<file path="src/rtl/clock_time_stamp_finder_assert.svh">
// Assertion macros for the clock time stamp finder.
// Included by the top level; relies on no other file.
`ifndef CLOCK_TIME_STAMP_FINDER_ASSERT_SVH
`define CLOCK_TIME_STAMP_FINDER_ASSERT_SVH

// Same-cycle implication, checked outside reset.
`define CTSF_ASSERT_NOW(label, clk, rst_n, ante, cons) \
    label: assert property (@(posedge clk) disable iff (!rst_n) (ante) |-> (cons)) \
        else $error("clock time stamp finder: same-cycle check failed");

// Next-cycle implication, checked outside reset.
`define CTSF_ASSERT_NEXT(label, clk, rst_n, ante, cons) \
    label: assert property (@(posedge clk) disable iff (!rst_n) (ante) |=> (cons)) \
        else $error("clock time stamp finder: next-cycle check failed");

`endif

</file>
<file path="src/rtl/ctsf_pkg.sv">
// Package for the clock time stamp finder: request types, status codes,
// character constants and the digit test. Depends on nothing else.
package ctsf_pkg;

    localparam int unsigned MAX_SENTENCES_DEFAULT = 32'd65535;

    localparam int CHAR_W    = 21;
    localparam int MINUTES_W = 11;
    localparam int NUMBER_W  = 16;
    localparam int DIFF_W    = 12;
    localparam int WINDOW_LEN = 4;
    localparam int FILL_W    = 3;

    localparam logic [CHAR_W-1:0] COLON_CODE = 21'h00003A;
    localparam logic [CHAR_W-1:0] DIGIT_ZERO = 21'h000030;
    localparam logic [CHAR_W-1:0] DIGIT_NINE = 21'h000039;

    localparam logic [6:0] MAX_HOURS   = 7'd23;
    localparam logic [6:0] MAX_MINUTES = 7'd59;

    typedef enum logic [0:0] {
        STATUS_OK       = 1'b0,
        STATUS_BAD_TIME = 1'b1
    } t_status;

    typedef struct packed {
        logic [CHAR_W-1:0] character;
        logic              end_of_sentence;
    } t_in;

    typedef struct packed {
        logic [NUMBER_W-1:0]      sentence_number;
        t_status                  status;
        logic signed [DIFF_W-1:0] minutes_difference;
    } t_out;

    function automatic logic is_digit(input logic [CHAR_W-1:0] c);
        return c inside {[DIGIT_ZERO:DIGIT_NINE]};
    endfunction

endpackage

</file>
<file path="src/rtl/clock_time_stamp_finder.sv">
// Clock time stamp finder: scans a character stream for the first hh:mm
// stamp of each sentence. Uses ctsf_pkg and clock_time_stamp_finder_assert.svh.
//
// Usage:
// Characters arrive on the input channel (i_in_valid / o_in_stall), one per
// request, with end_of_sentence set on the last character of a sentence.
// A request is taken at an edge where i_in_valid is high and o_in_stall low.
// Results leave on the output channel (o_out_valid / i_out_stall); a request
// that completes the first hh:mm window of its sentence gives one result,
// every other request gives none.
// The result is registered in the output register, or in the skid register
// when the output register is held by a stall. One character is taken per
// cycle while o_in_stall is low; the window compare and time arithmetic are
// combinational between the state registers and the output register.
// When the receiver stalls, the output register holds its result and a
// second result is caught by a skid register; only while that skid register
// is full is o_in_stall raised.
// The current time is written through i_cfg_valid / o_cfg_ready /
// i_cfg_data; the port is always ready.
// Synchronous reset clears the window fill, match flag, sentence count,
// current time and both output slots.
`include "clock_time_stamp_finder_assert.svh"

module clock_time_stamp_finder
    import ctsf_pkg::*;
#(
    parameter int unsigned MAX_SENTENCES = MAX_SENTENCES_DEFAULT
) (
    input  logic                 i_clk,
    input  logic                 i_rst_n,
    input  logic                 i_in_valid,
    output logic                 o_in_stall,
    input  t_in                  i_in,
    output logic                 o_out_valid,
    input  logic                 i_out_stall,
    output t_out                 o_out,
    input  logic                 i_cfg_valid,
    output logic                 o_cfg_ready,
    input  logic [MINUTES_W-1:0] i_cfg_data
);

    localparam int CNT_W = (MAX_SENTENCES > 1) ? $clog2(MAX_SENTENCES) : 1;
    localparam logic [CNT_W-1:0] CNT_LAST = CNT_W'(MAX_SENTENCES - 1);

    logic [CHAR_W-1:0]    r_window [WINDOW_LEN];
    logic [FILL_W-1:0]    r_fill,    n_fill;
    logic                 r_match_done, n_match_done;
    logic [CNT_W-1:0]     r_count,   n_count;
    logic [MINUTES_W-1:0] r_cur_minutes;

    logic r_out_valid,  n_out_valid;
    t_out r_out,        n_out;
    logic r_skid_valid, n_skid_valid;
    t_out r_skid,       n_skid;

    logic                 w_in_fire;
    logic                 w_out_fire;
    logic                 w_hit;
    logic [3:0]           w_h_tens, w_h_ones, w_m_tens, w_m_ones;
    logic [6:0]           w_hours, w_mins;
    logic [MINUTES_W-1:0] w_total;
    logic [DIFF_W-1:0]    w_diff;
    logic [CNT_W:0]       w_number;
    t_out                 w_res;

    assign o_cfg_ready = 1'b1;
    assign o_in_stall  = r_skid_valid;
    assign o_out_valid = r_out_valid;
    assign o_out       = r_out;

    assign w_in_fire  = i_in_valid && !o_in_stall;
    assign w_out_fire = r_out_valid && !i_out_stall;

    // Window match: oldest two digits, a colon, one digit, then the new character.
    assign w_hit = !r_match_done && (r_fill >= FILL_W'(WINDOW_LEN))
                   && is_digit(r_window[0]) && is_digit(r_window[1])
                   && (r_window[2] == COLON_CODE)
                   && is_digit(r_window[3]) && is_digit(i_in.character);

    assign w_h_tens = r_window[0][3:0];
    assign w_h_ones = r_window[1][3:0];
    assign w_m_tens = r_window[3][3:0];
    assign w_m_ones = i_in.character[3:0];

    assign w_hours  = {3'b000, w_h_tens} * 7'd10 + {3'b000, w_h_ones};
    assign w_mins   = {3'b000, w_m_tens} * 7'd10 + {3'b000, w_m_ones};
    assign w_total  = {4'b0000, w_hours} * 11'd60 + {4'b0000, w_mins};
    assign w_diff   = {1'b0, w_total} - {1'b0, r_cur_minutes};
    assign w_number = {1'b0, r_count} + {{CNT_W{1'b0}}, 1'b1};

    always_comb begin
        w_res.sentence_number = NUMBER_W'(w_number);
        if ((w_hours <= MAX_HOURS) && (w_mins <= MAX_MINUTES)) begin
            w_res.status             = STATUS_OK;
            w_res.minutes_difference = $signed(w_diff);
        end else begin
            w_res.status             = STATUS_BAD_TIME;
            w_res.minutes_difference = '0;
        end
    end

    // Sentence state
    always_comb begin
        n_fill       = r_fill;
        n_match_done = r_match_done;
        n_count      = r_count;
        if (w_in_fire) begin
            if (w_hit) begin
                n_match_done = 1'b1;
            end
            if (r_fill < FILL_W'(WINDOW_LEN)) begin
                n_fill = r_fill + FILL_W'(1);
            end
            if (i_in.end_of_sentence) begin
                n_fill       = '0;
                n_match_done = 1'b0;
                if (r_count < CNT_LAST) begin
                    n_count = r_count + CNT_W'(1);
                end
            end
        end
    end

    // Output register with skid stage
    always_comb begin
        n_out_valid  = r_out_valid;
        n_out        = r_out;
        n_skid_valid = r_skid_valid;
        n_skid       = r_skid;
        if (!r_out_valid || w_out_fire) begin
            if (r_skid_valid) begin
                n_out_valid  = 1'b1;
                n_out        = r_skid;
                n_skid_valid = 1'b0;
            end else begin
                n_out_valid = w_in_fire && w_hit;
                n_out       = w_res;
            end
        end else if (w_in_fire && w_hit) begin
            n_skid_valid = 1'b1;
            n_skid       = w_res;
        end
    end

    always_ff @(posedge i_clk) begin
        if (!i_rst_n) begin
            r_fill        <= '0;
            r_match_done  <= 1'b0;
            r_count       <= '0;
            r_cur_minutes <= '0;
            r_out_valid   <= 1'b0;
            r_skid_valid  <= 1'b0;
        end else begin
            r_fill       <= n_fill;
            r_match_done <= n_match_done;
            r_count      <= n_count;
            r_out_valid  <= n_out_valid;
            r_skid_valid <= n_skid_valid;
            if (i_cfg_valid && o_cfg_ready) begin
                r_cur_minutes <= i_cfg_data;
            end
        end
    end

    always_ff @(posedge i_clk) begin
        r_out  <= n_out;
        r_skid <= n_skid;
        if (w_in_fire) begin
            r_window[0] <= r_window[1];
            r_window[1] <= r_window[2];
            r_window[2] <= r_window[3];
            r_window[3] <= i_in.character;
        end
    end

    `CTSF_ASSERT_NOW(a_skid_behind_out, i_clk, i_rst_n, r_skid_valid, r_out_valid)
    `CTSF_ASSERT_NOW(a_fill_saturates, i_clk, i_rst_n, 1'b1, r_fill <= FILL_W'(WINDOW_LEN))
    `CTSF_ASSERT_NEXT(a_sentence_closes, i_clk, i_rst_n, w_in_fire && i_in.end_of_sentence,
                      !r_match_done && (r_fill == '0))
    `CTSF_ASSERT_NEXT(a_hit_marks_done, i_clk, i_rst_n,
                      w_in_fire && w_hit && !i_in.end_of_sentence, r_match_done && r_out_valid)

endmodule
</file>
<file path="config.mk">
export PLATFORM = sky130hd
export DESIGN_NAME = clock_time_stamp_finder
export DESIGN_NICKNAME = d
export VERILOG_FILES = /design/src/rtl/ctsf_pkg.sv /design/src/rtl/clock_time_stamp_finder.sv
export VERILOG_INCLUDE_DIRS = /design/src /design/src/rtl
export SDC_FILE = /design/constraint.sdc
export NUM_CORES = 1
export LEC_CHECK = 0
export ABC_CLOCK_PERIOD_IN_PS = 6700
export BUFFER_PORTS_ARGS = -buffer_cell sky130_fd_sc_hd__buf_2
export CORE_ASPECT_RATIO = 1.5
export CORE_MARGIN = 2
export CORE_UTILIZATION = 35
export DETAILED_ROUTE_END_ITERATION = 8
export SLEW_MARGIN = 20
export SYNTH_ARGS = -nofsm -noshare
export SYNTH_HDL_FRONTEND = slang
export SYNTH_SLANG_ARGS = --single-unit
</file>
<file path="constraint.sdc">
create_clock -name i_clk -period 6.7 [get_ports i_clk]
set_input_delay 0.335 -clock i_clk [delete_from_list [all_inputs] [get_ports i_clk]]
set_output_delay 0.335 -clock i_clk [all_outputs]
set_load 0.005 [all_outputs]
</file>
Word level (Yosys, flattened, before mapping). Memories as Yosys holds them, arrays and structs flattened. Index checks and enable logic that the tools add are counted.

Bits in registers: 91. Bits in writable memories: 84. Input port bits: 38. Output and inout bits: 32. Word-level logic and storage cells: 74. Memories kept: 1.

$add $sub $neg: 7. Multipliers: 3. Order comparisons: 13. Equality and inequality tests: 1. Muxes and demuxes: 9. Bitwise logic cells: 2. Reductions and logical operators: 26.

Memory list: r_window (words 4, width 21, rd ports 4, clocked after Yosys merged registers in 0, wr ports 4, RTL line clock_time_stamp_finder.sv:45) `logic [CHAR_W-1:0] r_window [WINDOW_LEN];`.

Operators with widths (count): 21-bit by 6-bit >= comparator with 1-bit output, second input constant (4); 21-bit by 6-bit less-or-equal comparator with 1-bit output, second input constant (4); 16-bit by 1-bit adder with 16-bit output, second input constant (2); 29-bit two-way mux (1); 21-bit by 6-bit equality test with 1-bit output, second input constant (1); 16-bit less-than comparator, second input constant (1); 7-bit by 4-bit adder with 7-bit output (2); 1-bit logical AND (14); 13-bit two-way mux (1); 4-bit by 3-bit multiplier with 6-bit output, second input constant (2); 11-bit by 11-bit subtractor with 12-bit output (1); 11-bit by 7-bit adder with 11-bit output (1); 7-bit by 4-bit multiplier with 9-bit output, second input constant (1); 7-bit by 5-bit less-or-equal comparator with 1-bit output, second input constant (1); 7-bit by 6-bit less-or-equal comparator with 1-bit output, second input constant (1); 3-bit two-way mux (2); 2-bit AND reduction (3); 1-bit two-way mux (5); 1-bit zero test (4); 2-bit nonzero test (2); 3-bit by 1-bit adder with 3-bit output, second input constant (1); 3-bit >= comparator, second input constant (1); 3-bit less-than comparator, second input constant (1); 3-bit AND reduction (1); other kinds (3) (4).

Longest topological paths before layout. An unclocked memory read counts as a cell.

Depth in word-level cells: 10. Depth in mapped cells: 23. Gate-level depth less buffers: 22.

Least setup slack after synthesis. OpenSTA, ideal clock, no wires.

Kind: reg-to-reg. From: register r_skid_valid (netlist: o_in_stall). To: register r_skid[0] in the netlist's numbering, enable pin. Setup time: 0.415 ns. Arrival time: 6.281 ns. Setup slack: 0.004 ns. Stages on the path, launching flop included: 7. Buffers on the path: 1. Period minus slack after synthesis: 6.696 ns. Path through: dfxtp_1 > clkbuf_1 > nor2b_1 > nand4_1 > nor3_1 > nand4_1 > nor2_1.

Word-level cells in the longest chain between the ends: 4.

Ends and longest elaborated chain: start: declaration (RTL line clock_time_stamp_finder.sv:53) `logic r_skid_valid, n_skid_valid;`; start signal: assignment (RTL line clock_time_stamp_finder.sv:158) `r_skid_valid <= n_skid_valid;`; 1-bit zero test (RTL line clock_time_stamp_finder.sv:71) `assign w_in_fire = i_in_valid && !o_in_stall;`; 1-bit logical AND (RTL line clock_time_stamp_finder.sv:71); net w_in_fire (RTL line clock_time_stamp_finder.sv:56) `logic w_in_fire;`; 1-bit logical AND (RTL line clock_time_stamp_finder.sv:139) `end else if (w_in_fire && w_hit) begin`; 2-bit AND reduction (no source line); end signal: assignment (RTL line clock_time_stamp_finder.sv:167) `r_skid <= n_skid;`; end: declaration (RTL line clock_time_stamp_finder.sv:54) `t_out r_skid, n_skid;`.

The timed path passes the listed nets, and every way through them passes these cells. A chain may end at the register's enable or synchronous reset.

==> qor_table.md <==
| Quantity | This run |
|---|---|
| Endpoint of the most critical register-to-register path | o_out[10] |
| Cell-internal power | 0.00288 W |
| Core Box Area | 23,700 µm² |
| Clock slew seen by the registers of the worst setup and hold paths | 80 ps |
| Die Ht | 195 µm |
| GRT Overall Usage | 0.135 |
| Clk root buf | clkbuf_16 |
| Later-pin clock latency in the skew report | 440 ps |
| Total via count after detailed routing | 5,159 |
| Sequential cell area | 4930 µm² |
| Leakage power summed over all cells | 3.85 nW |
| Largest net degree at the start of global routing | 90 |
| Clock tree from TritonCTS | built |
| Origin of the critical flop-to-flop path | r_window[0][1] |
| Core occupancy in the finished layout | 0.412 |
| Critical Setup Path Class | flip-flop to flip-flop |
| I/O Pins | 70 |
| IR Drop Worst-Case VDD | 0.510 mV |
| Net switching power figure | 0.00189 W |
| Number of CTS-inserted buffers | 17 |
| Sinks on Clock Net | 175 |
| Clock tree skew after final layout | 10.4 ps |
| Worst hold path depth | 1 |
| Number of setup violations in the final report | 0 |
| DR DRC count | 0 |
| Proportion of register bits with asynchronous set or reset after synthesis | 0 |
| Slew HR | 0.269 |
| Final slew viol count | 0 |
| Final hold vios | 0 |
| Data required time of the critical path | 6850 ps |
| DRT antenna net count | 0 |
| Drt first-iter violations | 259 |
| Cell count of the worst reg-to-reg path | 18 |
| Total global routing overflow | 0 |
| Switching Share | 0.396 |
| Synthesis-stage register bit count | 175 |
| Tmin final | 5580 ps |
| Area of the die | 25,600 µm² |
| Outcome | completed |
| Sequential group share of total power | 0.270 |
| Min-Delay Endpoint | r_window[3][12] |
| Unrepaired setup endpoints after global routing | no |
| Crit end category | flip-flop |
| EDFF count, synth | 142 |
| Seq/Total Area, Yosys | 0.580 |
| Peak clock frequency supported by timing | 179 MHz |
| Wire length reported by the detailed router | 16,900 µm |
| Ys flop type | edfxtp_1 |
| Startpoint kind of the worst setup timing path | flip-flop |
| Crit path arrival time | 5730 ps |
| Power per unit of standard cell area | 488 nW/µm² |
| Mapped cell area | 8490 µm² |
| Nets | 818 |
| Tightest Hold Check Type | input port to flip-flop |
| Actual slew at the worst max-slew pin | 1100 ps |
| Count of cells resized by post-cts repair | 0 |
| Clock network fraction of design power | 0.204 |
| Die width | 131 µm |
| Ys Warns | 0 |
| Relative contribution of combinational cells to total power | 0.526 |
| Last weighted congestion value of the routability-driven placer | 0.800 |
| Buffer depth of the longest clock path | 2 |
| Mean instance size in the synthesized netlist | 13.2 µm² |
| Post-synthesis cell type with the largest combined area | edfxtp_1 |
| Multi-input gate area | 3330 µm² |
| Synthesis-to-layout area growth | 15.3% |
| Number of fill cells | 2,225 |
| HPWL reported at the end of detailed placement | 12,300 µm |
| Max capacitance violation total | 0 |
| Setup Total Neg Slack | 0 ps |
| Post-CTS setup buffer count | 0 |
| Worst hold path startpoint | i_in[13] |
| Setup slack on the worst flop-to-flop path | 1120 ps |
| Fraction of synthesized cell area taken by the top area cell type | 0.502 |
| Via count of the first global-routing pass | 5,155 |
| Number of iterations in the first detailed-routing pass | 4 |
| Number of vias per cell | 4.90 |
| Placement row count | 69 |
| Routed len/inst | 16.1 µm |
| First-pass GRT wire length | 26,700 µm |
| Count of buffers from port buffering | 68 |
| Cell types occupying the most area after synthesis | edfxtp_1 (50%), dfxtp_1 (7.8%), ha_1 (6.9%) |
| Level count of the clock H-tree | 4 |
| Number of antenna violations at the first check in global routing | 0 |
| Synthesized net count | 744 |
| Post-CTS Hold Buffers | 0 |
| Biggest fanout along the worst timing path | 5 |
| Starting density of the core | 0.358 |
| Final period utilization | 0.833 |
| Share of cells above drive strength 1 | 0.182 |
| Number of cells produced by synthesis | 645 |
| Count of different cell masters after synthesis | 63 |
-- stage by stage --
stage / hold slack, ps / setup WS [ps] / power, W / std cells / cell area, µm²
2_1_floorplan: 417 / 4.29 / 0.00334 / 645 / 8490
3_3_place_gp: 428 / 1140 / 0.00381 / 1019 / 9190
3_5_place_dp: 436 / 1140 / 0.00380 / 1019 / 9190
4_1_cts: 71.0 / 1100 / 0.00480 / 1051 / 9790
5_1_grt: 74.2 / 737 / 0.00514 / 1051 / 9790
6_report: 90.3 / 1120 / 0.00478 / 1052 / 9790
-- worst max-delay path by stage --
stage | start | to
after floorplan | o_in_stall | r_skid[0]
after global placement | r_window[0][1] | o_out[10]
after detailed placement | r_window[0][1] | o_out[10]
after CTS | r_window[0][1] | o_out[10]
after global routing | r_window[0][1] | o_out[10]
final | r_window[0][1] | o_out[10]
-- placed cells by master, fill, tap and decap left out, types with 3 or more instances in the layout --
| master | count |
|---|---|
| nor2b_1 | 19 |
| o31ai_1 | 10 |
| o41a_1 | 3 |
| a21oi_1 | 15 |
| buf_4 | 3 |
| clkinv_8 | 5 |
| and2_1 | 12 |
| ha_1 | 47 |
| nand2b_1 | 5 |
| a21boi_0 | 6 |
| buf_2 | 68 |
| nand4_1 | 14 |
| nand2_1 | 30 |
| nand3b_1 | 3 |
| or3_1 | 5 |
| o21a_1 | 8 |
| nor4_1 | 18 |
| a211o_1 | 4 |
| mux2i_1 | 13 |
| dfxtp_1 | 32 |
| nor2_1 | 26 |
| nand3_1 | 13 |
| nor3_1 | 8 |
| a221oi_1 | 3 |
| xnor2_1 | 33 |
| mux2_2 | 18 |
| clkbuf_16 | 17 |
| o21ai_0 | 14 |
| o31a_1 | 4 |
| inv_1 | 46 |
| a21o_1 | 7 |
| edfxtp_1 | 142 |
| xor2_1 | 20 |
| inv_8 | 4 |
| fa_1 | 14 |
-- cells in the mapped netlist (3+ instances only) --
master and n:
fa_1 14, nor3_1 8, nand2_1 30, mux2_2 18, nor2_1 27, o31a_1 4
dfxtp_1 33, xnor2_1 33, a21boi_0 6, or3_1 5, edfxtp_1 142, nand4_1 14
o21a_1 8, a21o_1 7, nor4_1 18, and2_1 12, nand3b_1 3, o41a_1 3
o21ai_0 14, o31ai_1 10, inv_1 46, mux2i_1 13, clkbuf_1 8, nor2b_1 20
nand3_1 13, a221oi_1 3, ha_1 47, nand2b_1 5, a211o_1 4, a21oi_1 15
xor2_1 20, buf_2 3
-- registers in the layout (all words and copies together) (netlist names) --
| name | count |
|---|---|
| r_window | 84 |
| o_out | 29 |
| r_fill | 3 |
| o_in_stall | 1 |
| r_match_done | 1 |
| r_cur_minutes | 11 |
| o_out_valid | 1 |
| r_count | 16 |
| r_skid | 29 |
-- final cells by class --
class | count | share of cell area
antenna | 1 | 0.000256
clock buffer | 18 | 0.0438
clock inverter | 14 | 0.0171
inverter | 46 | 0.0176
multi-input combinational | 408 | 0.340
sequential | 175 | 0.503
tap | 319 | 0.0408
timing repair buffer | 71 | 0.0371
-- worst max-delay path, cell delays in order, from the launching register on --
cell and delay, ps:
edfxtp_1 480, ha_1 330, ha_1 200, inv_1 60
fa_1 460, xnor2_1 460, fa_1 520, fa_1 510
inv_1 40, ha_1 320, nor2b_1 170, a221oi_1 360
nand3_1 170, xnor2_1 170, ha_1 360, nor2b_1 180
a221oi_1 230, and2_0 190, o31ai_1 70
-- cell families (layout without fill, tap and decap cells) --
kind of cell             Yosys count  count (layout)  share of synthesized area
flip-flops                       175             175                      0.580
AND/OR/NAND/NOR                  169             169                      0.108
AO/OA/AOI/OAI                     92              92                     0.0849
buffers and inverters             62             149                     0.0290
adder cells (fa/ha/maj)           61              61                      0.102
XOR/XNOR                          54              54                     0.0566
multiplexers                      31              31                     0.0392
other                              1               2                   0.000442
-- layer usage --
metal / vias to the layer above / global-route usage / routed length, µm
li1: 2538 / - / -
met1: 2500 / 0.156 / 7080
met2: 101 / 0.243 / 8970
met3: 20 / 0.0303 / 584
met4: 0 / 0.0495 / 278
met5: - / 0 / 0
-- power by group through the flow --
stage / clock (W) / sequential [W] / combinational [W]
after floorplan: 0 / 0.00130 / 0.00204
after CTS: 0.000995 / 0.00129 / 0.00251
after global placement: 0 / 0.00131 / 0.00250
after global routing: 0.00103 / 0.00130 / 0.00281
after detailed placement: 0 / 0.00131 / 0.00249
final: 0.000973 / 0.00129 / 0.00251
No activity file was read; power rests on OpenSTA's default activity.
